===== src/rtl/core/vcg_greedy_batch_allocator_unit_macros.svh =====
// Assertion macros shared by the allocator RTL.
// Depends on nothing; files that check their own logic include this header.
`ifndef VCG_GREEDY_BATCH_ALLOCATOR_UNIT_MACROS_SVH
`define VCG_GREEDY_BATCH_ALLOCATOR_UNIT_MACROS_SVH

// The consequent must hold in the same cycle as the antecedent.
`define VGBA_ASSERT_SAME(lbl, clk, rst_n, ante, cons, msg) \
    lbl: assert property (@(posedge clk) disable iff (!rst_n) (ante) |-> (cons)) \
        else $error(msg);

// The consequent must hold in the cycle after the antecedent.
`define VGBA_ASSERT_NEXT(lbl, clk, rst_n, ante, cons, msg) \
    lbl: assert property (@(posedge clk) disable iff (!rst_n) (ante) |=> (cons)) \
        else $error(msg);

`endif


===== src/rtl/core/vgba_pkg.sv =====
// Types and constants shared by the allocator modules.
// Depends on nothing.
package vgba_pkg;

    localparam int ID_W        = 32;
    localparam int TIME_W      = 24;
    localparam int CAP_W       = 16;
    localparam int DEM_W       = 20;
    localparam int WEL_W       = 40;
    localparam int PAY_W       = 44;
    localparam int SUM_W       = 47;
    localparam int KEY_W       = TIME_W + 1;
    localparam int ENT_W       = ID_W + TIME_W + CAP_W;
    localparam int MAX_RESULTS = 16;
    localparam int DIV_CNT_W   = $clog2(WEL_W);

    typedef struct packed {
        logic load_in;
        logic j_inc;
        logic found_set;
        logic tbl_write;
        logic sort_init;
        logic rd_i;
        logic lat_i;
        logic cmp_j;
        logic srt_write;
        logic full_begin;
        logic pass_init;
        logic eval;
        logic acc;
        logic wall_set;
        logic out_load;
        logic next_p;
    } cmd_t;

    typedef struct packed {
        logic j_end;
        logic hit;
        logic last;
        logic dem_zero;
        logic i_end;
        logic pass_end;
        logic div_done;
        logic full;
        logic none_won;
        logic p_last;
    } sts_t;

endpackage


===== src/rtl/core/vgba_ram.sv =====
// Generic single-write, single-read RAM with a registered read port.
// Depends on nothing.
module vgba_ram #(
    parameter int WIDTH = 8,
    parameter int DEPTH = 16
) (
    input  logic                                   aclk,
    input  logic                                   we,
    input  logic [((DEPTH > 1) ? $clog2(DEPTH) : 1)-1:0] waddr,
    input  logic [WIDTH-1:0]                       wdata,
    input  logic [((DEPTH > 1) ? $clog2(DEPTH) : 1)-1:0] raddr,
    output logic [WIDTH-1:0]                       rdata
);
    logic [WIDTH-1:0] mem [DEPTH];

    always_ff @(posedge aclk) begin
        if (we) begin
            mem[waddr] <= wdata;
        end
        rdata <= mem[raddr];
    end
endmodule


===== src/rtl/core/vgba_div.sv =====
// Restoring divider that returns floor(dividend * 2^24 / divisor), one bit a cycle.
// Depends on vgba_pkg.
module vgba_div
    import vgba_pkg::*;
(
    input  logic              aclk,
    input  logic              aresetn,
    input  logic              start,
    input  logic [CAP_W-1:0]  dividend,
    input  logic [TIME_W-1:0] divisor,
    output logic              done,
    output logic [WEL_W-1:0]  quotient
);
    logic [TIME_W-1:0]    rem_reg;
    logic [WEL_W-1:0]     dvd_reg;
    logic [TIME_W-1:0]    dsr_reg;
    logic [DIV_CNT_W-1:0] cnt_reg;
    logic                 busy_reg;
    logic                 done_reg;
    logic [TIME_W:0]      shifted;
    logic [TIME_W:0]      diff;
    logic                 ge;

    assign shifted = {rem_reg, dvd_reg[WEL_W-1]};
    assign diff    = shifted - {1'b0, dsr_reg};
    assign ge      = shifted >= {1'b0, dsr_reg};

    always_ff @(posedge aclk) begin
        if (!aresetn) begin
            busy_reg <= 1'b0;
            done_reg <= 1'b0;
        end else if (start) begin
            busy_reg <= 1'b1;
            done_reg <= 1'b0;
        end else if (busy_reg && cnt_reg == DIV_CNT_W'(WEL_W - 1)) begin
            busy_reg <= 1'b0;
            done_reg <= 1'b1;
        end
    end

    always_ff @(posedge aclk) begin
        if (start) begin
            dvd_reg <= {dividend, {(WEL_W - CAP_W){1'b0}}};
            rem_reg <= '0;
            dsr_reg <= divisor;
            cnt_reg <= '0;
        end else if (busy_reg) begin
            rem_reg <= ge ? diff[TIME_W-1:0] : shifted[TIME_W-1:0];
            dvd_reg <= {dvd_reg[WEL_W-2:0], ge};
            cnt_reg <= cnt_reg + 1'b1;
        end
    end

    assign done     = done_reg;
    assign quotient = dvd_reg;
endmodule


===== src/rtl/core/vgba_dp.sv =====
// Datapath: bid table, ranked copy, greedy pass engine and result registers.
// Depends on vgba_pkg, vgba_ram, vgba_div and the assertion macros header.
module vgba_dp
    import vgba_pkg::*;
#(
    parameter int MAX_NODES = 16
) (
    input  logic              aclk,
    input  logic              aresetn,
    input  cmd_t              cmd,
    output sts_t              sts,
    input  logic [ID_W-1:0]   in_id,
    input  logic [TIME_W-1:0] in_time,
    input  logic [CAP_W-1:0]  in_cap,
    input  logic [DEM_W-1:0]  in_demand,
    input  logic              in_last,
    output logic [ID_W-1:0]   out_id,
    output logic [CAP_W-1:0]  out_granted,
    output logic [WEL_W-1:0]  out_welfare,
    output logic [PAY_W-1:0]  out_payment,
    output logic              out_last
);
    localparam int CW = $clog2(MAX_NODES + 1);
    localparam int IW = (MAX_NODES > 1) ? $clog2(MAX_NODES) : 1;

    logic [ID_W-1:0]   id_reg;
    logic [TIME_W-1:0] time_reg;
    logic [CAP_W-1:0]  cap_reg;
    logic [DEM_W-1:0]  demand_reg;
    logic              last_reg;
    logic [CW-1:0]     count_reg, j_reg, i_reg, rank_reg, q_reg, p_reg;
    logic [CW-1:0]     visited_reg, emit_reg;
    logic [IW-1:0]     slot_reg;
    logic              found_reg, full_reg, skip_reg;
    logic [ENT_W-1:0]  ki_reg;
    logic [DEM_W-1:0]  left_reg;
    logic [SUM_W-1:0]  acc_reg, wall_reg;
    logic [CAP_W-1:0]  g_reg, owng_reg;
    logic [TIME_W-1:0] cur_time_reg;
    logic [ID_W-1:0]   cur_id_reg, ownid_reg;
    logic [WEL_W-1:0]  own_reg;
    logic [ID_W-1:0]   o_id_reg;
    logic [CAP_W-1:0]  o_g_reg;
    logic [WEL_W-1:0]  o_w_reg;
    logic [PAY_W-1:0]  o_p_reg;
    logic              o_last_reg;

    logic              tbl_we;
    logic [IW-1:0]     tbl_waddr, tbl_raddr;
    logic [ENT_W-1:0]  tbl_rdata, srt_rdata;
    logic              has_room;
    logic [ID_W-1:0]   t_id, s_id;
    logic [TIME_W-1:0] t_time, s_time, ki_time;
    logic [CAP_W-1:0]  s_cap;
    logic [KEY_W-1:0]  key_i, key_j;
    logic              less;
    logic [CAP_W-1:0]  g_val;
    logic              div_done;
    logic [WEL_W-1:0]  quot, quot_eff;
    logic [SUM_W:0]    tot;
    logic [SUM_W:0]    pay;
    logic [CW-1:0]     emit_val;

    assign has_room  = count_reg < CW'(MAX_NODES);
    assign tbl_we    = cmd.tbl_write && (found_reg || has_room);
    assign tbl_waddr = found_reg ? slot_reg : count_reg[IW-1:0];
    assign tbl_raddr = cmd.rd_i ? i_reg[IW-1:0] : j_reg[IW-1:0];

    vgba_ram #(.WIDTH(ENT_W), .DEPTH(MAX_NODES)) u_tbl (
        .aclk  (aclk),
        .we    (tbl_we),
        .waddr (tbl_waddr),
        .wdata ({id_reg, time_reg, cap_reg}),
        .raddr (tbl_raddr),
        .rdata (tbl_rdata)
    );

    vgba_ram #(.WIDTH(ENT_W), .DEPTH(MAX_NODES)) u_srt (
        .aclk  (aclk),
        .we    (cmd.srt_write),
        .waddr (rank_reg[IW-1:0]),
        .wdata (ki_reg),
        .raddr (q_reg[IW-1:0]),
        .rdata (srt_rdata)
    );

    assign t_id    = tbl_rdata[ENT_W-1 -: ID_W];
    assign t_time  = tbl_rdata[CAP_W +: TIME_W];
    assign ki_time = ki_reg[CAP_W +: TIME_W];
    assign s_id    = srt_rdata[ENT_W-1 -: ID_W];
    assign s_time  = srt_rdata[CAP_W +: TIME_W];
    assign s_cap   = srt_rdata[CAP_W-1:0];

    assign key_i = (ki_time == '0) ? {1'b1, {TIME_W{1'b0}}} : {1'b0, ki_time};
    assign key_j = (t_time == '0) ? {1'b1, {TIME_W{1'b0}}} : {1'b0, t_time};
    assign less  = (key_j < key_i) || ((key_j == key_i) && (j_reg < i_reg));

    assign g_val = ({{(DEM_W - CAP_W){1'b0}}, s_cap} < left_reg) ? s_cap
                                                                  : left_reg[CAP_W-1:0];

    vgba_div u_div (
        .aclk     (aclk),
        .aresetn  (aresetn),
        .start    (cmd.eval),
        .dividend (g_val),
        .divisor  (s_time),
        .done     (div_done),
        .quotient (quot)
    );

    assign quot_eff = (cur_time_reg == '0) ? '0 : quot;
    assign tot      = {1'b0, acc_reg} + (SUM_W + 1)'(own_reg);
    assign pay      = (tot >= {1'b0, wall_reg}) ? (tot - {1'b0, wall_reg}) : '0;
    assign emit_val = (32'(visited_reg) > MAX_RESULTS) ? CW'(MAX_RESULTS) : visited_reg;

    always_ff @(posedge aclk) begin
        if (!aresetn) begin
            count_reg <= '0;
            full_reg  <= 1'b0;
        end else begin
            if (tbl_we && !found_reg) begin
                count_reg <= count_reg + 1'b1;
            end
            if (cmd.full_begin) begin
                full_reg <= 1'b1;
            end else if (cmd.wall_set) begin
                full_reg <= 1'b0;
            end
        end
    end

    always_ff @(posedge aclk) begin
        if (cmd.load_in) begin
            id_reg     <= in_id;
            time_reg   <= in_time;
            cap_reg    <= in_cap;
            demand_reg <= in_demand;
            last_reg   <= in_last;
            j_reg      <= '0;
            found_reg  <= 1'b0;
        end
        if (cmd.j_inc) begin
            j_reg <= j_reg + 1'b1;
        end
        if (cmd.found_set) begin
            found_reg <= 1'b1;
            slot_reg  <= j_reg[IW-1:0];
        end
        if (cmd.sort_init) begin
            i_reg <= '0;
        end
        if (cmd.lat_i) begin
            ki_reg   <= tbl_rdata;
            j_reg    <= '0;
            rank_reg <= '0;
        end
        if (cmd.cmp_j) begin
            if (less) begin
                rank_reg <= rank_reg + 1'b1;
            end
            j_reg <= j_reg + 1'b1;
        end
        if (cmd.srt_write) begin
            i_reg <= i_reg + 1'b1;
        end
        if (cmd.full_begin) begin
            p_reg <= '0;
        end
        if (cmd.pass_init) begin
            q_reg       <= '0;
            left_reg    <= demand_reg;
            acc_reg     <= '0;
            visited_reg <= '0;
        end
        if (cmd.eval) begin
            g_reg        <= g_val;
            cur_time_reg <= s_time;
            cur_id_reg   <= s_id;
            skip_reg     <= !full_reg && (q_reg == p_reg);
        end
        if (cmd.acc) begin
            if (skip_reg) begin
                own_reg   <= quot_eff;
                owng_reg  <= g_reg;
                ownid_reg <= cur_id_reg;
            end else begin
                acc_reg     <= acc_reg + SUM_W'(quot_eff);
                left_reg    <= left_reg - DEM_W'(g_reg);
                visited_reg <= visited_reg + 1'b1;
            end
            q_reg <= q_reg + 1'b1;
        end
        if (cmd.wall_set) begin
            wall_reg <= acc_reg;
            emit_reg <= emit_val;
        end
        if (cmd.out_load) begin
            o_id_reg   <= ownid_reg;
            o_g_reg    <= owng_reg;
            o_w_reg    <= own_reg;
            o_p_reg    <= pay[PAY_W-1:0];
            o_last_reg <= ({1'b0, p_reg} + 1'b1) == {1'b0, emit_reg};
        end
        if (cmd.next_p) begin
            p_reg <= p_reg + 1'b1;
        end
    end

    always_comb begin
        sts.j_end    = j_reg == count_reg;
        sts.hit      = t_id == id_reg;
        sts.last     = last_reg;
        sts.dem_zero = demand_reg == '0;
        sts.i_end    = i_reg == count_reg;
        sts.pass_end = (q_reg == count_reg) || (left_reg == '0);
        sts.div_done = div_done;
        sts.full     = full_reg;
        sts.none_won = visited_reg == '0;
        sts.p_last   = ({1'b0, p_reg} + 1'b1) == {1'b0, emit_reg};
    end

    assign out_id      = o_id_reg;
    assign out_granted = o_g_reg;
    assign out_welfare = o_w_reg;
    assign out_payment = o_p_reg;
    assign out_last    = o_last_reg;

`include "vcg_greedy_batch_allocator_unit_macros.svh"

    `VGBA_ASSERT_NEXT(a_count_grows, aclk, aresetn, tbl_we && !found_reg, count_reg == $past(count_reg) + 1'b1, "table count did not grow on append")
    `VGBA_ASSERT_SAME(a_count_bound, aclk, aresetn, cmd.srt_write, rank_reg < count_reg, "rank out of range")
endmodule


===== src/rtl/core/vgba_ctrl.sv =====
// Controller state machine: sequences load, sort, greedy passes and result hand-off.
// Depends on vgba_pkg and the assertion macros header.
module vgba_ctrl
    import vgba_pkg::*;
(
    input  logic aclk,
    input  logic aresetn,
    input  logic s_tvalid,
    output logic s_tready,
    output logic m_tvalid,
    input  logic m_tready,
    output cmd_t cmd,
    input  sts_t sts
);
    typedef enum logic [14:0] {
        ST_IDLE   = 15'b000000000000001,
        ST_SRD    = 15'b000000000000010,
        ST_SCMP   = 15'b000000000000100,
        ST_WR     = 15'b000000000001000,
        ST_IRD    = 15'b000000000010000,
        ST_ILAT   = 15'b000000000100000,
        ST_JRD    = 15'b000000001000000,
        ST_JCMP   = 15'b000000010000000,
        ST_SWR    = 15'b000000100000000,
        ST_PSTART = 15'b000001000000000,
        ST_PRD    = 15'b000010000000000,
        ST_PEV    = 15'b000100000000000,
        ST_PDIV   = 15'b001000000000000,
        ST_PEND   = 15'b010000000000000,
        ST_OUT    = 15'b100000000000000
    } state_t;

    state_t state_reg, state_next;

    always_ff @(posedge aclk) begin
        if (!aresetn) begin
            state_reg <= ST_IDLE;
        end else begin
            state_reg <= state_next;
        end
    end

    always_comb begin
        state_next = state_reg;
        cmd        = '0;
        case (state_reg)
            ST_IDLE: begin
                if (s_tvalid) begin
                    cmd.load_in = 1'b1;
                    state_next  = ST_SRD;
                end
            end
            ST_SRD: begin
                state_next = sts.j_end ? ST_WR : ST_SCMP;
            end
            ST_SCMP: begin
                if (sts.hit) begin
                    cmd.found_set = 1'b1;
                    state_next    = ST_WR;
                end else begin
                    cmd.j_inc  = 1'b1;
                    state_next = ST_SRD;
                end
            end
            ST_WR: begin
                cmd.tbl_write = 1'b1;
                cmd.sort_init = 1'b1;
                state_next = (sts.last && !sts.dem_zero) ? ST_IRD : ST_IDLE;
            end
            ST_IRD: begin
                if (sts.i_end) begin
                    cmd.full_begin = 1'b1;
                    state_next     = ST_PSTART;
                end else begin
                    cmd.rd_i   = 1'b1;
                    state_next = ST_ILAT;
                end
            end
            ST_ILAT: begin
                cmd.lat_i  = 1'b1;
                state_next = ST_JRD;
            end
            ST_JRD: begin
                state_next = sts.j_end ? ST_SWR : ST_JCMP;
            end
            ST_JCMP: begin
                cmd.cmp_j  = 1'b1;
                state_next = ST_JRD;
            end
            ST_SWR: begin
                cmd.srt_write = 1'b1;
                state_next    = ST_IRD;
            end
            ST_PSTART: begin
                cmd.pass_init = 1'b1;
                state_next    = ST_PRD;
            end
            ST_PRD: begin
                state_next = sts.pass_end ? ST_PEND : ST_PEV;
            end
            ST_PEV: begin
                cmd.eval   = 1'b1;
                state_next = ST_PDIV;
            end
            ST_PDIV: begin
                if (sts.div_done) begin
                    cmd.acc    = 1'b1;
                    state_next = ST_PRD;
                end
            end
            ST_PEND: begin
                if (sts.full) begin
                    cmd.wall_set = 1'b1;
                    state_next   = sts.none_won ? ST_IDLE : ST_PSTART;
                end else begin
                    cmd.out_load = 1'b1;
                    state_next   = ST_OUT;
                end
            end
            ST_OUT: begin
                if (m_tready) begin
                    if (sts.p_last) begin
                        state_next = ST_IDLE;
                    end else begin
                        cmd.next_p = 1'b1;
                        state_next = ST_PSTART;
                    end
                end
            end
            default: begin
                state_next = ST_IDLE;
            end
        endcase
    end

    assign s_tready = state_reg == ST_IDLE;
    assign m_tvalid = state_reg == ST_OUT;

`include "vcg_greedy_batch_allocator_unit_macros.svh"

    `VGBA_ASSERT_NEXT(a_div_wait, aclk, aresetn, state_reg == ST_PDIV && !sts.div_done, state_reg == ST_PDIV, "left divider wait early")
    `VGBA_ASSERT_NEXT(a_rerun_out, aclk, aresetn, state_reg == ST_PEND && !sts.full, m_tvalid, "rerun end did not present an item")
endmodule


===== src/rtl/core/vcg_greedy_batch_allocator_unit.sv =====
// Top level of the VCG greedy batch allocator: ties the controller to the datapath.
// Depends on vgba_pkg, vgba_ctrl and vgba_dp.
//
// Bids enter on the s_ channel, one item each; s_tlast marks the bid that
// carries the demand and starts a solve if that demand is nonzero. A bid
// whose id is held replaces that entry, a new id is appended while room
// remains. Results leave on the m_ channel, one item per allocated node in
// rank order up to MAX_RESULTS items, m_tlast on the last. Loading a bid
// runs a linear id search through the table memory. A solve ranks the bids
// by comparing every pair, then runs one full greedy pass and one more pass
// per reported winner; each pass step waits for the bit-serial welfare divider.
// One item is in flight at a time: s_tready is high only while idle.
// A result is held in the output register while m_tready is low, and the
// solve waits for it. Reset empties the bid table; its contents are not
// cleared and need no clearing pass.
module vcg_greedy_batch_allocator_unit
    import vgba_pkg::*;
#(
    parameter int MAX_NODES = 16
) (
    input  logic         aclk,
    input  logic         aresetn,
    input  logic         s_tvalid,
    output logic         s_tready,
    // bidder_id[31:0], time_q8[55:32], batch_cap[71:56], demand[91:72], zero fill
    input  logic [95:0]  s_tdata,
    input  logic         s_tlast,
    output logic         m_tvalid,
    input  logic         m_tready,
    // winner_id[31:0], granted[47:32], welfare[87:48], payment[131:88], zero fill
    output logic [135:0] m_tdata,
    output logic         m_tlast
);
    cmd_t              cmd;
    sts_t              sts;
    logic [ID_W-1:0]   out_id;
    logic [CAP_W-1:0]  out_granted;
    logic [WEL_W-1:0]  out_welfare;
    logic [PAY_W-1:0]  out_payment;

    vgba_ctrl u_ctrl (
        .aclk     (aclk),
        .aresetn  (aresetn),
        .s_tvalid (s_tvalid),
        .s_tready (s_tready),
        .m_tvalid (m_tvalid),
        .m_tready (m_tready),
        .cmd      (cmd),
        .sts      (sts)
    );

    vgba_dp #(.MAX_NODES(MAX_NODES)) u_dp (
        .aclk        (aclk),
        .aresetn     (aresetn),
        .cmd         (cmd),
        .sts         (sts),
        .in_id       (s_tdata[31:0]),
        .in_time     (s_tdata[55:32]),
        .in_cap      (s_tdata[71:56]),
        .in_demand   (s_tdata[91:72]),
        .in_last     (s_tlast),
        .out_id      (out_id),
        .out_granted (out_granted),
        .out_welfare (out_welfare),
        .out_payment (out_payment),
        .out_last    (m_tlast)
    );

    assign m_tdata = {4'b0, out_payment, out_welfare, out_granted, out_id};
endmodule

===== config.mk =====
export PLATFORM = sky130hd
export DESIGN_NAME = vcg_greedy_batch_allocator_unit
export DESIGN_NICKNAME = d
export VERILOG_FILES = /design/src/rtl/core/vgba_pkg.sv /design/src/rtl/core/vgba_ram.sv /design/src/rtl/core/vgba_div.sv /design/src/rtl/core/vgba_dp.sv /design/src/rtl/core/vgba_ctrl.sv /design/src/rtl/core/vcg_greedy_batch_allocator_unit.sv
export VERILOG_INCLUDE_DIRS = /design/src /design/src/rtl/core
export SDC_FILE = /design/constraint.sdc
export NUM_CORES = 2
export LEC_CHECK = 0
export BUFFER_PORTS_ARGS = -buffer_cell sky130_fd_sc_hd__buf_2
export CAP_MARGIN = 25
export CORE_MARGIN = 5
export CORE_UTILIZATION = 42
export DETAILED_ROUTE_END_ITERATION = 12
export PLACE_DENSITY_LB_ADDON = 0.25
export SLEW_MARGIN = 20
export SYNTH_ARGS = -nofsm -noshare
export SYNTH_HDL_FRONTEND = slang
export SYNTH_SLANG_ARGS = --single-unit

===== constraint.sdc =====
create_clock -name aclk -period 11.5 [get_ports aclk]
set_clock_uncertainty 0.15 [all_clocks]
set_input_delay 1.15 -clock aclk [delete_from_list [all_inputs] [get_ports aclk]]
set_output_delay 1.15 -clock aclk [all_outputs]
set_load 0.02 [all_outputs]

==> flow_summary.yaml <==
sta:
  setup_viol: 0
  worst_pin_slew_ns: 1.10
  clock.fmax_mhz: 160
  finalHoldViolations: 0
  post-route-period-util_pct: 54.5
  hold_slack_ns: 0.234
  setup_ws_ns: 5.24
  slew_headroom_pct: 26.8
  rsz0062_at_grt: "false"
  drv_slew: 0
  fin_tns_setup_ns: 0
  finalCriticalPeriod_ns: 6.26
cts:
  cts_hold_buf: 0
  cts_resized: 0
  htreeDepth: 5
  root_buffer: "clkbuf_16"
  post-cts-setup-buffer-count: 0
  cts_tree: "built"
  clkLatencyLatePin_ns: 0.87
  cts.path.max_buffers: 4
  cts.sinks: 3153
  numCtsBuffers: 331
  path_clk_slew_ns: 0.06
hold_path:
  hold_depth: 0
  min_path_type: "reg -> reg"
synthesis:
  yosys_register_bits: 3153
  ys_types: 91
  synthCells: 6644
  yosysWarnings: 0
  async_reset_ff_share_pct: 0
  avgSynthCellArea_um2: 18.7
  synth_area_um2: 124000
  synth_flop_cell: "edfxtp_1"
  ys_seq_area_share_pct: 73.8
  synth_edf_count: 2855
power:
  p_int_mw: 19.9
  combPwrFrac_pct: 5.8
  vdd_ir_drop_max_v: 0.000105
  switching_power_mw: 5.69
  power_frac_clock_pct: 41.9
  powerDensity_nw_per_um2: 181
  p_seq_share_pct: 52.3
  swShare_pct: 22.2
  power_mw: 25.6
  power.leakage_nw: 48.6
global_route:
  grt_overflow: 0
  grt_usage_pct: 18.5
  grt_pass1_vias: 64100
  grt_pass1_wl_mm: 428
  antenna_found_initial: 34
  grt_max_degree: 157
layout:
  fin_nets: 7347
  utilization_pct: 48.0
  area_growth_pct: 13.7
  drive_above_1_share_pct: 21.8
  stdcell_count: 11200
  final_cell_area_um2: 141000
  largestRegisters: "u_dp.u_srt.mem x1152, u_dp.u_tbl.mem x1152"
floorplanning:
  ioPinCount: 240
  fp.dieW_um: 554
  die_h_um: 554
  rows: 199
  initial_utilization_pct: 42.2
  dieArea_um2: 307000
  core_area_um2: 294000
run_status:
  status: "finished clean"
setup_path:
  cp-end-kind: "flop"
  crit_family: "compound AO/OA/AOI/OAI gates"
  cp_max_fo: 30
  cp-start-kind: "flop"
  crit_slowest_cell: "a221oi_1"
  required_ns: 11.90
  rr_worst_depth: 20
  crit_path_max_incr_delay_ns: 0.57
  path_cells: "ha_1 > and3_1 > and3_4 > a211oi_2 > o21ai_2 > nor2b_1 > a221oi_1 > xnor2_1 > ha_1 > and3_1 > and4_1 > nand2_1 > a31oi_1 > a211oi_2 > o21ai_1 > a221o_1 > o22a_1 > a31oi_4 > buf_16 > a211oi_1"
  path_buf_inv: 1
  critPathKind: "reg -> reg"
  worst_ep_arrival_time_ns: 6.66
  cp.depth: 20
route:
  vias_per_cell: 5.60
  first_pass_iters: 5
  antenna_left: 0
  num_vias: 62800
  finalWirelength_mm: 289
  first_iter_violations: 6033
  avgRoutedWirePerCell_um: 25.8
  drc_errors: 0
job:
  max-cap-violations: 0
placed_design:
  place_congestion: 0.895
  place_inst: 10600
  io_buffers: 231
  dp_hpwl_mm: 166
  place_ws_ns: 5.20
  postPlaceCellArea_um2: 130000
==> power by group through the flow <==
stage               clock network (mW)  logic (mW)  registers (mW)
floorplan                            0        1.11            13.3
global placement                     0        1.51            13.6
detailed placement                   0        1.52            13.6
CTS                               11.0        1.53            13.4
global route                      11.5        1.62            13.4
finish                            10.7        1.49            13.4
==> cell usage after synthesis, types with 23 or more instances <==
library cell / n / area (um^2)
edfxtp_1: 2855 / 85700
mux4_2: 648 / 14600
dfxtp_1: 298 / 5970
nor2_1: 262 / 983
nand2_1: 260 / 976
ha_1: 223 / 2790
inv_1: 201 / 754
a21oi_1: 199 / 996
clkbuf_1: 194 / 728
a22oi_1: 149 / 1120
o21ai_0: 137 / 686
a21o_1: 116 / 871
xnor2_1: 111 / 972
xor2_1: 108 / 946
nand3_1: 94 / 470
nor2b_1: 71 / 444
nor4_1: 49 / 307
mux2i_1: 47 / 470
buf_2: 45 / 225
nand4_1: 45 / 282
and3_1: 41 / 257
nor3_1: 40 / 200
o21a_1: 36 / 270
a211oi_1: 34 / 255
a31oi_1: 34 / 213
buf_1: 33 / 124
and2_1: 23 / 144
==> cell families after synthesis <==
group	after synthesis	synth area share (%)
flops	3153	73.8
simple gates	972	3.81
compound gates	855	4.54
mux	713	12.3
buf+inv	503	1.68
fa+ha+maj	228	2.33
xor+xnor	219	1.54
other cells	1	0.00302
==> placed cells by master, fill, tap and decap left out, types with 40 or more instances in the layout <==
master	n
buf_4	98
o21ai_0	137
dfxtp_1	297
a22oi_1	149
nor3_1	40
and3_1	41
clkbuf_8	46
edfxtp_1	2855
nor4_1	45
mux4_2	648
nand3_1	94
inv_1	197
a21oi_1	199
a21o_1	116
nand2_1	259
clkbuf_1	70
nor2_1	239
nor2b_1	71
mux2i_1	46
xor2_1	108
buf_2	231
clkinv_2	60
nand4_1	45
xnor2_1	111
clkbuf_16	345
ha_1	223
==> final cells by class <==
type / count / area, um^2
inverters: 202 / 767
flip-flops and latches: 3153 / 91700
repair buffers: 339 / 2110
diodes: 3 / 7.51
multi-input cells: 2991 / 30800
fillers: 24200 / 153000
clock inverters: 147 / 1540
clock buffers: 461 / 9530
well taps: 3919 / 4900
==> worst paths after layout <==
| check | from | endpoint | slack, ns |
|---|---|---|---|
| max | u_dp.own_reg[6] | u_dp.out_payment[3] | 5.24 |
| min | u_dp.u_srt.rdata[64] | u_dp.cur_id_reg[24] | 0.23 |
| min reg2reg | u_dp.u_srt.rdata[64] | u_dp.cur_id_reg[24] | 0.23 |
| max reg2reg | u_dp.own_reg[6] | u_dp.out_payment[3] | 5.24 |
==> layer usage <==
layer | wire, um | part of all wire [%] | track usage [%]
met2 | 140000 | 48 | 30.6
met3 | 16800 | 5.8 | 2.33
met4 | 7090 | 2.5 | 4.67
met5 | 0 | 0 | 0
met1 | 125000 | 43 | 26.3
Note: power is estimated with default switching activity, not from simulation.
